### src/design/ghash_accumulator_defines.svh
// ----------------------------------------------------------------------------
// ghash accumulator assertion macros
// concurrent checks on clk with asynchronous active-low reset rst_n;
// empty when SYNTH is defined
// ----------------------------------------------------------------------------
`ifndef GHASH_ACCUMULATOR_DEFINES_SVH
`define GHASH_ACCUMULATOR_DEFINES_SVH

`ifndef SYNTH
// antecedent implies consequent in the same cycle
`define GHA_ASSERT_IMP(name, ante, cons) \
    name: assert property (@(posedge clk) disable iff (!rst_n) (ante) |-> (cons)) \
        else $error("ghash accumulator check failed");
// antecedent implies consequent in the next cycle
`define GHA_ASSERT_NXT(name, ante, cons) \
    name: assert property (@(posedge clk) disable iff (!rst_n) (ante) |=> (cons)) \
        else $error("ghash accumulator check failed");
`else
`define GHA_ASSERT_IMP(name, ante, cons)
`define GHA_ASSERT_NXT(name, ante, cons)
`endif

`endif

### src/design/gha_pkg.sv
`timescale 1ns / 1ps
// ----------------------------------------------------------------------------
// gha_pkg
// shared types and constants of the ghash accumulator
// ----------------------------------------------------------------------------
package gha_pkg;

    // field and block widths
    localparam int HALF_W     = 64;
    localparam int BLOCK_W    = 2 * HALF_W;
    localparam int CNT_W      = $clog2(BLOCK_W);
    localparam int CFG_INDEX_W = 2;

    // last step of the bit-serial multiply
    localparam logic [CNT_W-1:0] CNT_LAST = CNT_W'(BLOCK_W - 1);

    // reflected reduction constant placed at the top byte
    localparam logic [BLOCK_W-1:0] REDUCE_POLY = {8'hE1, {(BLOCK_W - 8){1'b0}}};

    // configuration register indexes
    localparam logic [CFG_INDEX_W-1:0] REG_KEY_HIGH = CFG_INDEX_W'(0);
    localparam logic [CFG_INDEX_W-1:0] REG_KEY_LOW  = CFG_INDEX_W'(1);

    // input item
    typedef struct packed {
        logic [HALF_W-1:0] block_high;
        logic [HALF_W-1:0] block_low;
        logic              first;
        logic              last;
    } blk_item_t;

    // result item
    typedef struct packed {
        logic [HALF_W-1:0] hash_high;
        logic [HALF_W-1:0] hash_low;
    } hash_item_t;

    // commands from controller to datapath
    typedef struct packed {
        logic load;
        logic step;
        logic emit;
    } gha_cmd_t;

    // controller states
    typedef enum logic [1:0] {
        ST_IDLE,
        ST_MULT,
        ST_EMIT
    } gha_state_t;

endpackage

### src/design/gha_datapath.sv
`timescale 1ns / 1ps
// ----------------------------------------------------------------------------
// gha_datapath
// key registers, accumulator and bit-serial GF(2^128) multiplier, one operand
// bit per step, plus the result register
// ----------------------------------------------------------------------------
module gha_datapath (
    input  logic                               clk,
    input  logic                               rst_n,
    input  logic                               cfg_write,
    input  logic [gha_pkg::CFG_INDEX_W-1:0]    cfg_index,
    input  logic [gha_pkg::HALF_W-1:0]         cfg_data,
    input  gha_pkg::blk_item_t                 blk,
    input  gha_pkg::gha_cmd_t                  cmd,
    output gha_pkg::hash_item_t                hash
);
    import gha_pkg::*;

    logic [HALF_W-1:0]  key_high_reg;
    logic [HALF_W-1:0]  key_low_reg;
    logic [BLOCK_W-1:0] acc_reg;
    logic [BLOCK_W-1:0] acc_next;
    logic [BLOCK_W-1:0] x_reg;
    logic [BLOCK_W-1:0] x_next;
    logic [BLOCK_W-1:0] v_reg;
    logic [BLOCK_W-1:0] v_next;
    logic [BLOCK_W-1:0] hash_reg;
    logic [BLOCK_W-1:0] seed;

    // key registers
    always_ff @(posedge clk or negedge rst_n)
    begin
        if (!rst_n)
        begin
            key_high_reg <= '0;
            key_low_reg  <= '0;
        end
        else if (cfg_write)
        begin
            if (cfg_index == REG_KEY_HIGH)
            begin
                key_high_reg <= cfg_data;
            end
            if (cfg_index == REG_KEY_LOW)
            begin
                key_low_reg <= cfg_data;
            end
        end
    end

    // operand: block xor running hash, cleared on first
    assign seed = blk.first ? '0 : acc_reg;

    // load the operands, or multiply step: accumulate, shift operand, shift and reduce key power
    always_comb
    begin
        acc_next = acc_reg;
        x_next   = x_reg;
        v_next   = v_reg;
        if (cmd.load)
        begin
            acc_next = '0;
            x_next   = seed ^ {blk.block_high, blk.block_low};
            v_next   = {key_high_reg, key_low_reg};
        end
        else if (cmd.step)
        begin
            acc_next = acc_reg ^ (v_reg & {BLOCK_W{x_reg[BLOCK_W-1]}});
            x_next   = {x_reg[BLOCK_W-2:0], 1'b0};
            v_next   = {1'b0, v_reg[BLOCK_W-1:1]} ^ (REDUCE_POLY & {BLOCK_W{v_reg[0]}});
        end
    end

    // accumulator holds the running hash between items
    always_ff @(posedge clk or negedge rst_n)
    begin
        if (!rst_n)
        begin
            acc_reg <= '0;
        end
        else
        begin
            acc_reg <= acc_next;
        end
    end

    // multiplier operands
    always_ff @(posedge clk)
    begin
        x_reg <= x_next;
        v_reg <= v_next;
    end

    // result register
    always_ff @(posedge clk)
    begin
        if (cmd.emit)
        begin
            hash_reg <= acc_reg;
        end
    end

    assign hash.hash_high = hash_reg[BLOCK_W-1:HALF_W];
    assign hash.hash_low  = hash_reg[HALF_W-1:0];

endmodule

### src/design/gha_ctrl.sv
`timescale 1ns / 1ps
`include "ghash_accumulator_defines.svh"
// ----------------------------------------------------------------------------
// gha_ctrl
// sequencer for the ghash accumulator: takes an item, runs the 128 multiply
// steps, and hands the hash to the output register on last
// ----------------------------------------------------------------------------
module gha_ctrl (
    input  logic               clk,
    input  logic               rst_n,
    input  logic               blk_valid,
    output logic               blk_stall,
    input  logic               blk_last,
    output logic               hash_valid,
    input  logic               hash_stall,
    output gha_pkg::gha_cmd_t  cmd
);
    import gha_pkg::*;

    gha_state_t        state_reg;
    gha_state_t        state_next;
    logic [CNT_W-1:0]  cnt_reg;
    logic [CNT_W-1:0]  cnt_next;
    logic              last_reg;
    logic              last_next;
    logic              hash_valid_reg;
    logic              hash_valid_next;
    logic              blk_accept;
    logic              slot_free;

    assign blk_stall  = (state_reg != ST_IDLE);
    assign blk_accept = blk_valid && !blk_stall;
    assign slot_free  = !hash_valid_reg || !hash_stall;

    // state register
    always_ff @(posedge clk or negedge rst_n)
    begin
        if (!rst_n)
        begin
            state_reg      <= ST_IDLE;
            cnt_reg        <= '0;
            last_reg       <= 1'b0;
            hash_valid_reg <= 1'b0;
        end
        else
        begin
            state_reg      <= state_next;
            cnt_reg        <= cnt_next;
            last_reg       <= last_next;
            hash_valid_reg <= hash_valid_next;
        end
    end

    // next state and commands
    always_comb
    begin
        state_next = state_reg;
        cnt_next   = cnt_reg;
        last_next  = last_reg;
        cmd        = '0;
        case (state_reg)
            ST_IDLE:
            begin
                if (blk_accept)
                begin
                    cmd.load   = 1'b1;
                    cnt_next   = '0;
                    last_next  = blk_last;
                    state_next = ST_MULT;
                end
            end
            ST_MULT:
            begin
                cmd.step = 1'b1;
                cnt_next = cnt_reg + CNT_W'(1);
                if (cnt_reg == CNT_LAST)
                begin
                    state_next = last_reg ? ST_EMIT : ST_IDLE;
                end
            end
            ST_EMIT:
            begin
                if (slot_free)
                begin
                    cmd.emit   = 1'b1;
                    state_next = ST_IDLE;
                end
            end
            default:
            begin
                state_next = ST_IDLE;
            end
        endcase
    end

    // output item valid
    always_comb
    begin
        if (cmd.emit)
        begin
            hash_valid_next = 1'b1;
        end
        else
        begin
            hash_valid_next = hash_valid_reg && hash_stall;
        end
    end

    assign hash_valid = hash_valid_reg;

    // checks
    `GHA_ASSERT_NXT(a_accept_starts, blk_accept, (state_reg == ST_MULT) && (cnt_reg == '0))
    `GHA_ASSERT_IMP(a_emit_slot_free, cmd.emit, slot_free)
    `GHA_ASSERT_NXT(a_no_last_to_idle, (state_reg == ST_MULT) && (cnt_reg == CNT_LAST) && !last_reg, state_reg == ST_IDLE)
    `GHA_ASSERT_NXT(a_step_count, (state_reg == ST_MULT) && (cnt_reg != CNT_LAST), (state_reg == ST_MULT) && (cnt_reg == $past(cnt_reg) + CNT_W'(1)))

endmodule

### src/design/ghash_accumulator.sv
// an item with last set runs its multiply steps, then the emit state loads the
// result register and sets hash_valid once the output slot is free
// no new item is taken until the multiply steps, and the emit when last is set,
// are done; the bit-serial GF(2^128) multiplier handles one operand bit per step
// a finished hash waits in the output register while the next item runs
// reset clears the keys, the running hash and all control state
`timescale 1ns / 1ps
// ----------------------------------------------------------------------------
// ghash_accumulator
// GHASH universal hash: each 128-bit item is xored into the running hash,
// which is then multiplied by key H in GF(2^128)
// ----------------------------------------------------------------------------
module ghash_accumulator (
    input  logic                             clk,
    input  logic                             rst_n,
    input  logic                             cfg_write,
    input  logic [gha_pkg::CFG_INDEX_W-1:0]  cfg_index,
    input  logic [gha_pkg::HALF_W-1:0]       cfg_data,
    input  logic                             blk_valid,
    output logic                             blk_stall,
    input  gha_pkg::blk_item_t               blk,
    output logic                             hash_valid,
    input  logic                             hash_stall,
    output gha_pkg::hash_item_t              hash
);
    import gha_pkg::*;

    gha_cmd_t cmd;

    // sequencer
    gha_ctrl u_ctrl (
        .clk        (clk),
        .rst_n      (rst_n),
        .blk_valid  (blk_valid),
        .blk_stall  (blk_stall),
        .blk_last   (blk.last),
        .hash_valid (hash_valid),
        .hash_stall (hash_stall),
        .cmd        (cmd)
    );

    // multiplier and registers
    gha_datapath u_datapath (
        .clk       (clk),
        .rst_n     (rst_n),
        .cfg_write (cfg_write),
        .cfg_index (cfg_index),
        .cfg_data  (cfg_data),
        .blk       (blk),
        .cmd       (cmd),
        .hash      (hash)
    );

endmodule
### config.mk
export PLATFORM = sky130hd
export DESIGN_NAME = ghash_accumulator
export DESIGN_NICKNAME = d
export VERILOG_FILES = /design/src/design/gha_pkg.sv /design/src/design/gha_datapath.sv /design/src/design/gha_ctrl.sv /design/src/design/ghash_accumulator.sv
export VERILOG_INCLUDE_DIRS = /design/src /design/src/design
export SDC_FILE = /design/constraint.sdc
export NUM_CORES = 1
export LEC_CHECK = 0
export BUFFER_PORTS_ARGS = -buffer_cell sky130_fd_sc_hd__buf_2
export CELL_PAD_IN_SITES_DETAIL_PLACEMENT = 1
export CELL_PAD_IN_SITES_GLOBAL_PLACEMENT = 2
export CORE_ASPECT_RATIO = 1.1
export CORE_UTILIZATION = 39
export CTS_CLUSTER_DIAMETER = 30
export DETAILED_ROUTE_END_ITERATION = 8
export GPL_ROUTABILITY_DRIVEN = 1
export PLACE_DENSITY_LB_ADDON = 0.08
export SETUP_SLACK_MARGIN = 0.05
export SLEW_MARGIN = 20
export SYNTH_ARGS = -nofsm -noshare
export SYNTH_HDL_FRONTEND = slang
export SYNTH_SLANG_ARGS = --single-unit
### constraint.sdc
create_clock -name clk -period 9 [get_ports clk]
set_input_delay 2.7 -clock clk [delete_from_list [all_inputs] [get_ports clk]]
set_output_delay 2.7 -clock clk [all_outputs]
set_load 0.005 [all_outputs]
==> results of run 1 <==
logic make-up after synthesis:
group | count (synthesis) | synth area share
multiplexers | 256 | 0.0967
XOR/XNOR | 132 | 0.0411
flip-flops | 651 | 0.647
AND/OR/NAND/NOR | 923 | 0.137
adder cells (fa/ha/maj) | 1 | 0.000444
buffers and inverters | 146 | 0.0294
AO/OA/AOI/OAI | 271 | 0.0488
cells in the mapped netlist, types with 2 or more instances:
cell type,count,area share
a21oi_1,130,0.023
buf_1,6,0.00080
buf_2,44,0.0078
buf_6,30,0.012
clkbuf_1,65,0.0087
dfrtp_1,267,0.24
edfxtp_1,384,0.41
mux2_2,128,0.051
mux2i_1,128,0.046
nand2_1,772,0.10
nand2b_1,2,0.00044
nand3_1,5,0.00089
nand3b_1,2,0.00053
nor2_1,3,0.00040
nor2b_1,129,0.029
nor3b_1,2,0.00053
o21ai_0,15,0.0027
o21ai_1,121,0.022
xnor2_1,131,0.041
power groups by stage:
stage / clock (mW) / combinational, mW / sequential, mW
global route: 5.50 / 2.47 / 5.43
detailed placement: 0 / 2.18 / 5.33
global placement: 0 / 2.09 / 5.30
CTS: 5.36 / 2.20 / 5.30
finish: 5.25 / 2.16 / 5.29
floorplan: 0 / 1.73 / 4.96
critical path: stages:
cell,delay (ns)
buf_2,0.13
o21bai_4,0.10
buf_4,0.64
inv_8,0.48
buf_12,0.36
cell type report:
type / instances / share of cell area
timing repair buffer: 350 / 0.0526
multi-input combinational: 1583 / 0.259
clock inverter: 72 / 0.0224
inverter: 1 / 0.000319
tap: 936 / 0.0331
antenna: 4 / 0.000283
sequential: 651 / 0.515
clock buffer: 203 / 0.117
final timing paths:
| kind | cells past startpoint | slack, ns | endpoint | from |
|---|---|---|---|---|
| min in group asynchronous | 1 | 2.00 | u_datapath.acc_reg[48]$_DFFE_PN0P_ | rst_n |
| min | 2 | 0.48 | u_ctrl.last_reg$_DFFE_PN0P_ | u_ctrl.last_reg$_DFFE_PN0P_ |
| min reg2reg | 2 | 0.48 | u_ctrl.last_reg$_DFFE_PN0P_ | u_ctrl.last_reg$_DFFE_PN0P_ |
| max reg2reg | 4 | 5.76 | u_datapath.x_reg[51]$_DFFE_PP_ | u_ctrl.state_reg[1]$_DFFE_PN0P_ |
| max | 5 | 4.29 | u_datapath.x_reg[51]$_DFFE_PP_ | blk_valid |
| max in group asynchronous | 2 | 5.56 | u_datapath.acc_reg[83]$_DFFE_PN0P_ | rst_n |
layer usage:
metal	share of wire	track usage
met3	0.051	0.0521
met1	0.47	0.289
met2	0.46	0.330
met5	0.0012	0
met4	0.021	0.0664
==> impl_metrics.toml, run 1 <==
[yosys]
yosysSeqAreaShare = 0.647
yosysUniqueCellTypes = 35
synth-seq-cells = 651
synth_area_per_cell_um2 = 11.8
ys_warn_count = 0
synth_nets = 2582
yosys_most_used_dff = "edfxtp_1"
synth_area_um2 = 28200
async_reset_ff_frac = 0.410
netlist_instances = 2380
synth_edf_count = 384

[layout]
seq_area_um2 = 18200
final_common_cell = "nand2_1"
multi_input_area_um2 = 9160
fin_nets = 2937
instances_no_fill = 3800
design_area_um2 = 35300
drive_gt1_frac = 0.250
n_fill_cell = 7508
final_core_util = 0.498
area_growth_pct = 25.5
most-common-layout-cells = "772 x nand2_1, 384 x edfxtp_1, 328 x buf_2, 267 x dfrtp_1, 154 x clkbuf_16"

[drt]
wirelength_um = 76100
drc = 0
dr.pass1.iters = 5
post_drt_wl_per_cell_um = 20.0
vias = 18900
ant_nets = 0
drt_iter0_markers = 854
post_drt_via_cell_ratio = 4.98

[pwr]
p_int_mw = 9.03
power_switching_share = 0.288
switchingPower_mw = 3.66
p_leak_nw = 15.0
ir_worst_vdd_mv = 0.174
combPwrFrac = 0.170
powerDensity_nw_per_um2 = 359
clock_power_share = 0.414
power_mw = 12.7
seqPwrFrac = 0.417

[place]
hpwl_um = 45700
dpl-instance-area_um2 = 30400
post-place-cells = 3521
pre_cts_ws_ns = 3.69
numPortBuffers = 330
gp_congestion = 0.751

[sta]
tns_ns = 0
worst_pin_slew_ns = 1.21
rsz0062_at_grt = "false"
fin_ws_ns = 4.29
finalCritPeriodShare = 0.524
fmax_mhz = 212
skew_ns = 0.0391
whs_ns = 0.476
setup_viol = 0
slew_headroom = 0.193
post-route-min-period_ns = 4.71
final_max_slew_viol_count = 0
hold_violations = 0

[global_route]
grt_overflow = 0
grt_pass1_wl_um = 120000
grt_pass1_vias = 20500
grt_max_degree = 226
antenna_found_initial = 11
grtUsageTotal = 0.211

[clock_network]
cts_tree = "done"
clkTransAtPathRegs_ns = 0.04
cts_resized = 0
clk_path_buf_depth = 3
numCtsBuffers = 148
insertion_delay_ns = 0.70
hold_buffers = 0
ctsRootBufferMaster = "clkbuf_16"
h-tree-depth = 4
cts.sinks = 651
cts_setup_buffers = 0

[floorplanning]
dieArea_um2 = 73300
die_w_um = 258
core_area_um2 = 71000
initial_core_util = 0.397
io_pins = 331
row_count = 102
fp.dieH_um = 284

[job]
max_cap_violations = 0

[worst_setup_path]
cp.arrival_ns = 4.87
crit_required_ns = 9.15
critical_path_class = "in -> reg"
endpoint_kind = "flip-flop"
critPathLaunchType = "input pin"
crit_fanout = 136

[min_path]
hold_path.class = "reg -> reg"

[status]
status = "completed"
No activity file was read; power rests on OpenSTA's default activity.
==> inputs of run 2 (changes only) <==
--- a/config.mk
+++ b/config.mk
@@ -10,7 +10,7 @@
 export CELL_PAD_IN_SITES_DETAIL_PLACEMENT = 1
 export CELL_PAD_IN_SITES_GLOBAL_PLACEMENT = 2
 export CORE_ASPECT_RATIO = 1.1
-export CORE_UTILIZATION = 39
+export CORE_UTILIZATION = 35
 export CTS_CLUSTER_DIAMETER = 30
 export DETAILED_ROUTE_END_ITERATION = 8
 export GPL_ROUTABILITY_DRIVEN = 1
==> constraint.sdc (replaced) <==
create_clock -name clk -period 4.3 [get_ports clk]
set_input_delay 1.29 -clock clk [delete_from_list [all_inputs] [get_ports clk]]
set_output_delay 1.29 -clock clk [all_outputs]
set_load 0.005 [all_outputs]
==> run 2 against run 1 <==
  * Sequential cell count stayed put
  * Power is 110% higher
  * Global-route usage is 1.1 points lower
  * Register-to-register slack worse by 4.0 ns
  * Sequential power is 110% higher
  * First-iteration DRC count is 11% higher
  * Clock skew is 0.020 ns lower
  * Non-clock buffer count is 11 higher
  * Largest power group is now the clock network
  * Utilization is 4.4 points lower
  * Largest cell class unchanged
  * Count of clock-buffer cells in the layout is 30 higher
  * Die area is 11% higher
  * Final cell count is 3.8% higher
==> impl_metrics.toml, run 2 (same netlist as run 1, synthesis figures left out) <==
[global_route]
grt_max_degree = 134
antenna_found_initial = 10
grtUsageTotal = 0.200
grt_pass1_wl_um = 125000
grt_pass1_vias = 20700
grt_overflow = 0

[clock_network]
numCtsBuffers = 160
hold_buffers = 0
cts_resized = 0
clkTransAtPathRegs_ns = 0.04
cts_setup_buffers = 0
insertion_delay_ns = 0.71
h-tree-depth = 4
ctsRootBufferMaster = "clkbuf_16"
cts_tree = "done"
cts.sinks = 651
clk_path_buf_depth = 3

[layout]
instances_no_fill = 3944
multi_input_area_um2 = 9160
final_common_cell = "nand2_1"
drive_gt1_frac = 0.256
seq_area_um2 = 18200
area_growth_pct = 28.0
n_fill_cell = 8380
most-common-layout-cells = "772 x nand2_1, 384 x edfxtp_1, 328 x buf_2, 267 x dfrtp_1, 164 x clkbuf_16"
fin_nets = 2960

[pwr]
p_int_mw = 19.4
power_switching_share = 0.288
seqPwrFrac = 0.410
combPwrFrac = 0.168
ir_worst_vdd_mv = 0.298
powerDensity_nw_per_um2 = 756
p_leak_nw = 15.3
power_mw = 27.2
clock_power_share = 0.422
switchingPower_mw = 7.85

[floorplanning]
core_area_um2 = 79300
die_w_um = 272
fp.dieH_um = 299
dieArea_um2 = 81600
io_pins = 331
initial_core_util = 0.355
row_count = 108

[sta]
slew_headroom = 0.325
skew_ns = 0.0192
setup_viol = 0
final_max_slew_viol_count = 0
worst_pin_slew_ns = 1.01
post-route-min-period_ns = 3.01
finalCritPeriodShare = 0.700
hold_violations = 0
fmax_mhz = 332
rsz0062_at_grt = "false"

[place]
hpwl_um = 50000
numPortBuffers = 330
gp_congestion = 0.749
post-place-cells = 3640

[worst_setup_path]
cp.arrival_ns = 1.72
endpoint_kind = "primary output"
critical_path_class = "reg -> out"
crit_fanout = 10
critPathLaunchType = "flip-flop"
reg2reg_slack_ns = 1.77
crit_required_ns = 3.01

[drt]
post_drt_via_cell_ratio = 4.80
drt_iter0_markers = 948
vias = 18900
post_drt_wl_per_cell_um = 20.3
wirelength_um = 80300
drc = 0
dr.pass1.iters = 7
ant_nets = 0

[min_path]
hold_path.class = "reg -> reg"

[job]
max_cap_violations = 0

[status]
status = "completed"
[run 2: cell count changes in the layout (fill, tap and decap cells not counted), moves of 2 or more]
| cell | delta |
|---|---|
| clkbuf_16 | +10 |
| clkinv_1 | +3 |
| inv_8 | -2 |
| bufinv_16 | -3 |
| clkbuf_8 | +11 |
| clkinv_2 | +6 |
| inv_6 | -5 |
| clkinvlp_4 | -5 |
| buf_12 | +11 |
| clkbuf_1 | +8 |
| clkinv_8 | +2 |
[run 2: cell type report]
type | count | share of cell area
Sequential cell | 651 | 0.506
Multi-Input combinational cell | 1583 | 0.254
Clock buffer | 233 | 0.127
Timing Repair Buffer | 361 | 0.0582
Tap cell | 1045 | 0.0363
Clock inverter | 66 | 0.0183
Antenna cell | 4 | 0.000278
Inverter | 1 | 0.000208
[run 2: critical path: stages (launching register included)]
cell     delay (ns)
dfrtp_1        0.52
or2_2          0.36
buf_2          0.13
[run 2: per-layer routing]
metal  track usage  up-vias  share of wire
met1         0.276     9436           0.47
met2         0.308      424           0.45
met4        0.0734       10          0.025
met5             0        -        0.00086
li1              -     8901              -
met3        0.0452      148          0.046
[run 2: path summary, 6_finish.rpt]
| kind | from | end | depth (start not counted) |
|---|---|---|---|
| setup / recovery | u_ctrl.state_reg[0]$_DFFE_PN0P_ | blk_stall | 2 |
| max in group asynchronous | rst_n | u_datapath.acc_reg[17]$_DFFE_PN0P_ | 2 |
| setup reg to reg | u_datapath.x_reg[127]$_DFFE_PP_ | u_datapath.acc_reg[0]$_DFFE_PN0P_ | 5 |
| hold / removal | u_ctrl.last_reg$_DFFE_PN0P_ | u_ctrl.last_reg$_DFFE_PN0P_ | 2 |
| hold reg to reg | u_ctrl.last_reg$_DFFE_PN0P_ | u_ctrl.last_reg$_DFFE_PN0P_ | 2 |
| min in group asynchronous | rst_n | u_datapath.acc_reg[118]$_DFFE_PN0P_ | 1 |
[run 2: power groups by stage]
stage          logic, mW  registers [mW]  clock network [mW]
3_5_place_dp        4.62            11.2                   0
3_3_place_gp        4.46            11.2                   0
2_1_floorplan       3.62            10.4                   0
6_report            4.57            11.2                11.5
5_1_grt             5.24            11.5                12.1
4_1_cts             4.67            11.2                11.8
[run 2: stage by stage]
stage	setup TNS [ns]	cell area (um2)	hold slack [ns]	util	setup slack, ns
2_1_floorplan	-413.47	28200	0.445	-	-1.62
3_3_place_gp	0	30800	0.462	0.388	1.25
3_5_place_dp	0	30800	0.473	0.388	1.19
4_1_cts	0	36000	0.483	0.454	1.22
5_1_grt	0	36000	0.506	0.454	1.21
6_report	0	36000	0.487	0.454	1.29
